==> src/rtl/assert_macros.svh <==
// Assertion macros shared by the field/line offset converter RTL.
// Each macro expects signals named clk and rst in the including scope.
`ifndef ASSERT_MACROS_SVH
`define ASSERT_MACROS_SVH

// Same-cycle implication, disabled during reset.
`define CHK_IMPLY(lbl, ante, cons, msg) \
  lbl: assert property (@(posedge clk) disable iff (rst) (ante) |-> (cons)) \
    else $error(msg);

// Next-cycle implication, disabled during reset.
`define CHK_NEXT(lbl, ante, cons, msg) \
  lbl: assert property (@(posedge clk) disable iff (rst) (ante) |=> (cons)) \
    else $error(msg);

`endif

==> src/rtl/flots_pkg.sv <==
// Package for the field/line offset to sub-sample converter.
// Holds status codes, video timing constants and the decode flag struct.
package flots_pkg;

  localparam logic [2:0] ST_OK    = 3'd0;
  localparam logic [2:0] ST_ZERO  = 3'd1;
  localparam logic [2:0] ST_MIXED = 3'd2;
  localparam logic [2:0] ST_OFS   = 3'd3;
  localparam logic [2:0] ST_RANGE = 3'd4;

  localparam logic [19:0] PAL_LINE_MAX_OFS  = 20'd442367;
  localparam logic [18:0] PAL_LINE_LEN      = 19'd442368;
  localparam logic [27:0] PAL_FIELD_PAIR    = 28'd138240000;
  localparam logic [19:0] NTSC_LINE_MAX_OFS = 20'd439295;
  localparam logic [18:0] NTSC_LINE_LEN     = 19'd439296;
  localparam logic [27:0] NTSC_FIELD_PAIR   = 28'd115315200;

  localparam logic signed [11:0] PAL_ODD_LINE      = 12'sd313;
  localparam logic signed [11:0] PAL_NEG_ODD_LINE  = 12'sd624;
  localparam logic signed [11:0] PAL_NEG_EVEN_LINE = 12'sd312;
  localparam logic signed [11:0] NTSC_ODD_LINE     = 12'sd263;
  localparam logic signed [11:0] NTSC_NEG_ODD_LINE = 12'sd524;
  localparam logic signed [11:0] NTSC_NEG_EVEN_LINE = 12'sd262;
  localparam logic signed [4:0]  PAL_NEG_FIELD_STEP  = 5'sd7;
  localparam logic signed [4:0]  NTSC_NEG_FIELD_STEP = 5'sd3;

  // Offset scaling: samples = (432 * |t| + bias) / 625, with bias 312 for a
  // non-negative offset and -313 for a negative one.
  localparam logic [8:0]  OFS_SCALE    = 9'd432;
  localparam logic [8:0]  OFS_BIAS_POS = 9'd312;
  localparam logic [8:0]  OFS_BIAS_NEG = 9'd313;
  localparam logic [9:0]  OFS_DIVISOR  = 10'd625;
  localparam logic [22:0] RECIP_625    = 23'd6871947;

  typedef struct packed {
    logic       ntsc;
    logic       zero;
    logic       mixed;
    logic       range_bad;
    logic       minus;
    logic       t_zero;
    logic       t_neg;
    logic [2:0] fld_a;
    logic [9:0] ln_a;
  } flots_flags_t;

endpackage

==> src/rtl/flots_ifs.sv <==
// Valid/ready channel interfaces for the field/line offset converter.
// Depends on nothing; payload widths are fixed by the item format.
interface flots_item_if;
  logic               valid;
  logic               ready;
  logic               video_system;
  logic signed [3:0]  field_number;
  logic signed [10:0] line_number;
  logic signed [20:0] offset_tenths_ns;

  modport source (output valid, video_system, field_number, line_number,
                  offset_tenths_ns, input ready);
  modport sink (input valid, video_system, field_number, line_number,
                offset_tenths_ns, output ready);
endinterface

interface flots_result_if;
  logic        valid;
  logic        ready;
  logic [30:0] sample_delay;
  logic [2:0]  status;

  modport source (output valid, sample_delay, status, input ready);
  modport sink (input valid, sample_delay, status, output ready);
endinterface

==> src/rtl/field_line_offset_to_samples_unit.sv <==
// Field/line/offset to 1/256 sub-sample converter, top level.
// Depends on flots_pkg, flots_ifs, flots_decode, flots_ofs_conv and
// assert_macros.svh.
//
// Usage:
//   item carries one delay word (video system, field, line, offset in
//   0.1 ns units); result returns one word per item with sample_delay and
//   status. Both channels use valid/ready and move a word on a clock edge
//   where both are high.
//   Throughput is one word per cycle while result.ready is high, set by
//   a four-register pipeline: input register, reciprocal multiply
//   register, correction and field/line product register, and the
//   output register.
//   When the receiver stalls, words stay in the pipeline; bubbles are
//   squeezed out, and item.ready falls only when all four stages hold a
//   word. Reset clears every valid bit; no word is lost or repeated.
//   A word with a nonzero status reports sample_delay as zero.
`include "assert_macros.svh"

module field_line_offset_to_samples_unit import flots_pkg::*; (
  input  logic           clk,
  input  logic           rst,
  flots_item_if.sink     item,
  flots_result_if.source result
);

  logic               v1, v2, v3, v_out;
  logic               rdy1, rdy2, rdy3, rdy_out;
  logic               sys_r;
  logic signed [3:0]  fld_r;
  logic signed [10:0] ln_r;
  logic signed [20:0] t_r;
  flots_flags_t       flags_dec, flags2, flags3;
  logic [19:0]        q;
  logic [30:0]        base;
  logic [30:0]        base_next;
  logic [19:0]        max_ofs;
  logic signed [21:0] smp;
  logic signed [32:0] res;
  logic [2:0]         status_next;
  logic [30:0]        sample_delay;
  logic [2:0]         status;

  assign rdy_out = !v_out || result.ready;
  assign rdy3    = !v3 || rdy_out;
  assign rdy2    = !v2 || rdy3;
  assign rdy1    = !v1 || rdy2;
  assign item.ready = rdy1;

  always_ff @(posedge clk) begin
    if (rst) begin
      v1    <= 1'b0;
      v2    <= 1'b0;
      v3    <= 1'b0;
      v_out <= 1'b0;
    end else begin
      if (rdy1)    v1    <= item.valid;
      if (rdy2)    v2    <= v1;
      if (rdy3)    v3    <= v2;
      if (rdy_out) v_out <= v3;
    end
  end

  always_ff @(posedge clk) begin
    if (rdy1 && item.valid) begin
      sys_r <= item.video_system;
      fld_r <= item.field_number;
      ln_r  <= item.line_number;
      t_r   <= item.offset_tenths_ns;
    end
  end

  flots_decode u_decode (
    .ntsc  (sys_r),
    .fld   (fld_r),
    .ln    (ln_r),
    .t     (t_r),
    .flags (flags_dec)
  );

  flots_ofs_conv u_ofs_conv (
    .clk  (clk),
    .rst  (rst),
    .en_a (rdy2 && v1),
    .en_b (rdy3 && v2),
    .t    (t_r),
    .q    (q)
  );

  always_ff @(posedge clk) begin
    if (rdy2 && v1) begin
      flags2 <= flags_dec;
    end
  end

  assign base_next = flags2.ntsc
      ? 31'(31'(flags2.fld_a) * 31'(NTSC_FIELD_PAIR)
            + 31'(flags2.ln_a) * 31'(NTSC_LINE_LEN))
      : 31'(31'(flags2.fld_a) * 31'(PAL_FIELD_PAIR)
            + 31'(flags2.ln_a) * 31'(PAL_LINE_LEN));

  always_ff @(posedge clk) begin
    if (rdy3 && v2) begin
      flags3 <= flags2;
      base   <= base_next;
    end
  end

  assign max_ofs = flags3.ntsc ? NTSC_LINE_MAX_OFS : PAL_LINE_MAX_OFS;

  always_comb begin
    smp = flags3.t_neg ? -$signed(22'(q)) : $signed(22'(q));
    if (flags3.minus) begin
      smp = smp + $signed(22'(max_ofs)) + $signed(22'(flags3.t_zero));
    end
    res = $signed({2'b00, base}) + 33'(smp);
    if (flags3.zero) begin
      status_next = ST_ZERO;
    end else if (flags3.mixed) begin
      status_next = ST_MIXED;
    end else if (q > max_ofs) begin
      status_next = ST_OFS;
    end else if (flags3.range_bad) begin
      status_next = ST_RANGE;
    end else begin
      status_next = ST_OK;
    end
  end

  always_ff @(posedge clk) begin
    if (rdy_out && v3) begin
      status       <= status_next;
      sample_delay <= ((status_next != ST_OK) || res[32]) ? 31'd0 : res[30:0];
    end
  end

  assign result.valid        = v_out;
  assign result.sample_delay = sample_delay;
  assign result.status       = status;

  `CHK_IMPLY(a_err_zero_delay, result.valid && (result.status != ST_OK),
             result.sample_delay == 31'd0, "error word with nonzero delay")
  `CHK_IMPLY(a_status_code, result.valid, result.status <= ST_RANGE,
             "status code out of range")
  `CHK_IMPLY(a_stall_full, !item.ready, v1 && v2 && v3 && result.valid,
             "input stalled while pipeline has room")
  `CHK_NEXT(a_drain, v3 && result.ready, result.valid,
            "last stage failed to reach output register")

endmodule

==> src/rtl/flots_decode.sv <==
// Sign, range-table and field/line normalization decode for one word.
// Depends on flots_pkg for constants and the flag struct.
module flots_decode import flots_pkg::*; (
  input  logic               ntsc,
  input  logic signed [3:0]  fld,
  input  logic signed [10:0] ln,
  input  logic signed [20:0] t,
  output flots_flags_t       flags
);

  logic              all_le;
  logic              all_ge;
  logic              minus;
  logic              ok;
  logic signed [4:0] f5;
  logic signed [4:0] fs;
  logic signed [4:0] fa;
  logic signed [11:0] l12;
  logic signed [11:0] la;

  assign all_le = (fld <= 4'sd0) && (ln <= 11'sd0) && (t <= 21'sd0);
  assign all_ge = (fld >= 4'sd0) && (ln >= 11'sd0) && (t >= 21'sd0);
  assign minus  = all_le;
  assign f5     = 5'(fld);
  assign l12    = 12'(ln);

  always_comb begin
    ok = 1'b0;
    if (!ntsc) begin
      case (fld)
        4'sd0: ok = minus ? (ln >= -11'sd311) : (ln <= 11'sd312);
        -4'sd1, -4'sd3, 4'sd2: ok = (ln >= -11'sd312) && (ln <= 11'sd312);
        -4'sd2, 4'sd1, 4'sd3: ok = (ln >= -11'sd311) && (ln <= 11'sd311);
        4'sd4: ok = (ln <= 11'sd0) && (t <= 21'sd0);
        default: ok = 1'b0;
      endcase
    end else begin
      case (fld)
        4'sd0: ok = minus ? (ln >= -11'sd261) : (ln <= 11'sd262);
        -4'sd1: ok = (ln >= -11'sd262) && (ln <= 11'sd262);
        4'sd1: ok = (ln >= -11'sd261) && (ln <= 11'sd261);
        4'sd2: ok = (ln <= 11'sd0) && (t <= 21'sd0);
        default: ok = 1'b0;
      endcase
    end
  end

  always_comb begin
    fs = f5 + (ntsc ? NTSC_NEG_FIELD_STEP : PAL_NEG_FIELD_STEP);
    fa = f5;
    la = l12;
    if (!minus) begin
      if (fld[0]) begin
        la = l12 + (ntsc ? NTSC_ODD_LINE : PAL_ODD_LINE);
        fa = f5 - 5'sd1;
      end
    end else begin
      if (fs[0]) begin
        la = l12 + (ntsc ? NTSC_NEG_ODD_LINE : PAL_NEG_ODD_LINE);
        fa = fs - 5'sd1;
      end else begin
        la = l12 + (ntsc ? NTSC_NEG_EVEN_LINE : PAL_NEG_EVEN_LINE);
        fa = fs;
      end
    end
  end

  always_comb begin
    flags.ntsc      = ntsc;
    flags.zero      = (fld == 4'sd0) && (ln == 11'sd0) && (t == 21'sd0);
    flags.mixed     = !all_le && !all_ge;
    flags.range_bad = !ok;
    flags.minus     = minus;
    flags.t_zero    = (t == 21'sd0);
    flags.t_neg     = t[20];
    flags.fld_a     = fa[2:0];
    flags.ln_a      = la[9:0];
  end

endmodule

==> src/rtl/flots_ofs_conv.sv <==
// Two-stage offset scaler: |t| * 432 / 625 with round-half-up bias,
// done by a reciprocal multiply and one remainder correction.
// Depends on flots_pkg and assert_macros.svh.
`include "assert_macros.svh"

module flots_ofs_conv import flots_pkg::*; (
  input  logic               clk,
  input  logic               rst,
  input  logic               en_a,
  input  logic               en_b,
  input  logic signed [20:0] t,
  output logic [19:0]        q
);

  logic [20:0] mag;
  logic [28:0] x;
  logic [51:0] prod;
  logic [19:0] q_est;
  logic [28:0] x_r;
  logic [28:0] rem;

  assign mag  = t[20] ? 21'(-t) : 21'(t);
  assign x    = t[20] ? (29'(mag) * 29'(OFS_SCALE) - 29'(OFS_BIAS_NEG))
                      : (29'(mag) * 29'(OFS_SCALE) + 29'(OFS_BIAS_POS));
  assign prod = 52'(x) * 52'(RECIP_625);

  always_ff @(posedge clk) begin
    if (en_a) begin
      q_est <= prod[51:32];
      x_r   <= x;
    end
  end

  assign rem = x_r - 29'(q_est) * 29'(OFS_DIVISOR);

  always_ff @(posedge clk) begin
    if (en_b) begin
      q <= (rem >= 29'(OFS_DIVISOR)) ? q_est + 20'd1 : q_est;
    end
  end

  `CHK_IMPLY(a_recip_one_step, en_b, rem < 29'(2 * OFS_DIVISOR),
             "reciprocal estimate off by more than one")

endmodule
==> src/flat_wrapper.sv <==
// flat-port wrapper written by rule: the top's interface ports become plain ports
module field_line_offset_to_samples_unit_flat import flots_pkg::*;
  (clk, rst, item_valid, item_video_system, item_field_number, item_line_number, item_offset_tenths_ns, item_ready, result_valid, result_sample_delay, result_status, result_ready);
  flots_item_if item_i ();
  flots_result_if result_i ();
  input  logic clk;
  input  logic rst;
  input wire logic [$bits(item_i.valid)-1:0] item_valid;
  input wire logic [$bits(item_i.video_system)-1:0] item_video_system;
  input wire logic [$bits(item_i.field_number)-1:0] item_field_number;
  input wire logic [$bits(item_i.line_number)-1:0] item_line_number;
  input wire logic [$bits(item_i.offset_tenths_ns)-1:0] item_offset_tenths_ns;
  output wire logic [$bits(item_i.ready)-1:0] item_ready;
  output wire logic [$bits(result_i.valid)-1:0] result_valid;
  output wire logic [$bits(result_i.sample_delay)-1:0] result_sample_delay;
  output wire logic [$bits(result_i.status)-1:0] result_status;
  input wire logic [$bits(result_i.ready)-1:0] result_ready;
  assign item_i.valid = item_valid;
  assign item_i.video_system = item_video_system;
  assign item_i.field_number = item_field_number;
  assign item_i.line_number = item_line_number;
  assign item_i.offset_tenths_ns = item_offset_tenths_ns;
  assign item_ready = item_i.ready;
  assign result_valid = result_i.valid;
  assign result_sample_delay = result_i.sample_delay;
  assign result_status = result_i.status;
  assign result_i.ready = result_ready;
  field_line_offset_to_samples_unit u_core (.clk(clk), .rst(rst), .item(item_i), .result(result_i));
endmodule
==> config.mk <==
export PLATFORM = sky130hd
export DESIGN_NAME = field_line_offset_to_samples_unit_flat
export DESIGN_NICKNAME = d
export VERILOG_FILES = /design/src/rtl/flots_pkg.sv /design/src/rtl/flots_ifs.sv /design/src/rtl/field_line_offset_to_samples_unit.sv /design/src/rtl/flots_decode.sv /design/src/rtl/flots_ofs_conv.sv /design/src/flat_wrapper.sv
export VERILOG_INCLUDE_DIRS = /design/src /design/src/rtl
export SDC_FILE = /design/constraint.sdc
export NUM_CORES = 2
export LEC_CHECK = 0
export BUFFER_PORTS_ARGS = -buffer_cell sky130_fd_sc_hd__buf_2
export CORE_MARGIN = 5
export CORE_UTILIZATION = 50
export DETAILED_ROUTE_END_ITERATION = 16
export GPL_TIMING_DRIVEN = 0
export PLACE_DENSITY = 0.75
export SETUP_SLACK_MARGIN = 0.05
export SYNTH_ARGS = -nofsm -noshare
export SYNTH_HDL_FRONTEND = slang
export SYNTH_SLANG_ARGS = --single-unit
==> constraint.sdc <==
create_clock -name clk -period 14.7 [get_ports clk]
set_input_delay 1.47 -clock clk [delete_from_list [all_inputs] [get_ports clk]]
set_output_delay 1.47 -clock clk [all_outputs]
set_load 0.1 [all_outputs]
==> results.py <==
metrics = {
    "timing": {
        "fmax_mhz": 72.54,
        "finalHoldWorstSlack_ns": 0.5356,
        "finalHoldViolCount": 0,
        "relSlewSlack_pct": 5.753,
        "fin_crit_sh_pct": 93.78,
        "finClkSkew_ns": 0.01481,
        "tightest_slew_ns": 1.409,
        "setup_viol": 0,
        "maxSlewViolCount": 0,
        "min_period_ns": 13.79,
        "rsz0062_at_grt": "no",
    },
    "setup_path": {
        "arrival_ns": 14.02,
        "required_ns": 14.94,
        "reg2reg_depth": 47,
        "critPathKind": "reg -> reg",
        "crit_path_end_kind": "register",
        "worstPathMaxFanout": 10,
        "critPathSlowestCell": "xnor2_1",
        "worst_setup_path_start_kind": "register",
        "max_stage_delay_ns": 0.91,
    },
    "clocking": {
        "cts-root-buf": "clkbuf_16",
        "clk_path_buf_depth": 2,
        "cts_tree": "done",
        "clkTransAtPathRegs_ns": 0.08,
        "clk_latency_ns": 0.49,
        "cts.htree.levels": 4,
        "clkSinkCount": 188,
        "cts_inserted_buffers": 17,
    },
    "grt": {
        "grt_pass1_vias": 24940,
        "grt_max_degree": 37,
        "gr-total-overflow": 0,
        "grt_use_total_pct": 20.85,
        "antenna_found_initial": 0,
        "grt_pass1_wl_mm": 124.9,
    },
    "yosys": {
        "syn_avg_cell_area_um2": 9.447,
        "synthArstFlopShare_pct": 0,
        "ys_warn_count": 0,
        "syn_inst": 3563,
        "ys_ff_latch": 188,
        "synth_edf_count": 184,
        "synthesis.area_um2": 33660,
        "synth-seq-area-share_pct": 16.65,
        "ys.flop_type": "edfxtp_1",
        "synth_cell_type_count": 94,
    },
    "placed_design": {
        "placed_area_um2": 35280,
        "portBuffers": 76,
        "dp_hpwl_mm": 63.85,
        "dp_cells": 4518,
        "gp_congestion": 0.9172,
    },
    "cells_and_area": {
        "fin_nets": 4658,
        "fillers": 5872,
        "layout-drive-gt1-share_pct": 4.731,
        "utilization_pct": 53.69,
        "fin_area_um2": 35930,
        "finalNonFillerCells": 4551,
        "num_antenna_cells": 0,
        "area_growth_pct": 6.732,
    },
    "floorplan": {
        "start_util_pct": 50.30,
        "io_pins": 77,
        "die_h_um": 269.5,
        "die_area_um2": 72610,
        "num_rows": 95,
        "fp.coreArea_um2": 66920,
        "die_w_um": 269.5,
    },
    "detailed_routing": {
        "via_per_inst": 5.388,
        "drt_iter0_drc": 1456,
        "wl_per_cell_um": 16.47,
        "drc": 0,
        "vias": 24520,
        "final_antenna_net_count": 0,
        "firstDrtPassIters": 5,
        "wirelength_mm": 74.98,
    },
    "flow_run": {
        "cap_violations": 0,
    },
    "run_status": {
        "status": "finished, final reports clean",
    },
    "worst_hold_path": {
        "hold_path_class": "reg -> reg",
        "whs_path_depth": 2,
    },
}
logic make-up after synthesis:
| group | Yosys count | synth area share [%] |
|---|---|---|
| simple gates | 684 | 10.17 |
| compound gates | 594 | 11.59 |
| mux | 15 | 0.4646 |
| other cells | 2 | 0.02231 |
| buf+inv | 846 | 9.493 |
| flops | 188 | 16.65 |
| fa+ha+maj | 953 | 44.16 |
| xor+xnor | 281 | 7.445 |
synth_stat cells, drive strengths merged (11+ instances only):
master  number  share of area [%]
o21a        16               0.36
o211ai      24               0.54
and3        20               0.39
a21oi      174                2.6
clkbuf      41               0.46
a31oi       25               0.51
xnor2      198                5.3
o31ai       18               0.40
o21ai      125                1.9
nand4       26               0.48
fa         392                 23
a21o        62                1.4
ha         560                 21
o21bai      18               0.40
edfxtp     184                 16
or2         11               0.20
nor4        16               0.34
nor3        75                1.1
nor2b       39               0.72
and2        21               0.40
inv        794                8.9
xor2        83                2.2
o41ai       14               0.39
a211oi      21               0.47
nand2      142                1.6
or4         13               0.30
nand3       46               0.68
nand2b      34               0.63
nor2       192                2.1
metal layers:
| layer | share of wire [%] | up-vias | GRT usage [%] |
|---|---|---|---|
| li1 | - | 12040 | - |
| met1 | 44 | 11820 | 27.72 |
| met2 | 48 | 553 | 35.31 |
| met3 | 5.4 | 109 | 3.610 |
| met4 | 2.6 | 0 | 5.907 |
| met5 | 0 | - | 0 |
stage by stage:
step / setup TNS, ns / setup WS (ns)
floorplan: 0 / 2.477
global placement: -4.106 / -0.6398
detailed placement: -6.581 / -0.8235
CTS: 0 / 0.2107
global route: 0 / 0.06990
finish: 0 / 0.9145
path summary, 6_finish.rpt:
path	start	to	slack [ns]
min reg2reg	u_core.v2	u_core.v3	0.54
max	u_core.t_r[20]	u_core.u_ofs_conv.q_est[15]	0.91
max reg2reg	u_core.t_r[20]	u_core.u_ofs_conv.q_est[15]	0.91
min	u_core.v2	u_core.v3	0.54
flip-flops by register name, summed over array words and instances (netlist names):
| name | count |
|---|---|
| u_core.base | 21 |
| u_core.flags2 | 18 |
| u_core.flags3 | 7 |
| u_core.fld_r | 4 |
| u_core.ln_r | 11 |
| u_core.result.sample_delay | 31 |
| u_core.result.status | 3 |
| u_core.result.valid | 1 |
| u_core.sys_r | 1 |
| u_core.t_r | 21 |
| u_core.u_ofs_conv.q | 20 |
| u_core.u_ofs_conv.q_est | 20 |
| u_core.u_ofs_conv.x_r | 27 |
| u_core.v1 | 1 |
| u_core.v2 | 1 |
| u_core.v3 | 1 |
final cells by class:
type,count,area [um2],share of cell area [%]
Timing Repair Buffer,82,486.7,1.355
Multi-Input combinational cell,2530,24950,69.45
Tap cell,873,1092,3.040
Clock inverter,15,170.2,0.4736
Buffer,50,209.0,0.5816
Inverter,796,2988,8.317
Sequential cell,188,5605,15.60
Clock buffer,17,425.4,1.184
what timing repair did:
action | in CTS | in global routing
resized for setup | 1 | 5
setup buffers | 1 | 0
hold buffers | 0 | 0
endpoints found under the setup margin | 14 | 13
placed cells by master, fill, tap and decap left out, types with 15 or more instances in the layout:
| master | n |
|---|---|
| o21a_1 | 16 |
| ha_1 | 560 |
| nor3_1 | 75 |
| o211ai_1 | 24 |
| o31ai_1 | 18 |
| a31oi_1 | 24 |
| nand2b_1 | 34 |
| o21ai_0 | 121 |
| a21oi_1 | 172 |
| a21o_1 | 62 |
| xor2_1 | 81 |
| nand4_1 | 26 |
| inv_1 | 791 |
| nor4_1 | 15 |
| clkbuf_1 | 41 |
| and2_1 | 20 |
| clkbuf_16 | 17 |
| nor2_1 | 192 |
| buf_2 | 80 |
| fa_1 | 392 |
| xnor2_1 | 193 |
| edfxtp_1 | 184 |
| nand2_1 | 141 |
| o21bai_1 | 18 |
| a211oi_1 | 21 |
| and3_1 | 19 |
| nand3_1 | 46 |
| nor2b_1 | 37 |
worst max-delay path, delay by kind of cell, from the launching register on:
family,cells,cell delay [ns]
adders and majority gates,12,5.10
AOI/OAI and AO/OA,13,3.42
buffers and inverters,11,2.23
xor gates and xnor gates,4,1.58
and+or+nand+nor,7,0.81
DFF,1,0.38
Power is left out: the tool's default activity adds up to more than one toggle a clock period on the data nets, which glitch-free logic cannot reach.
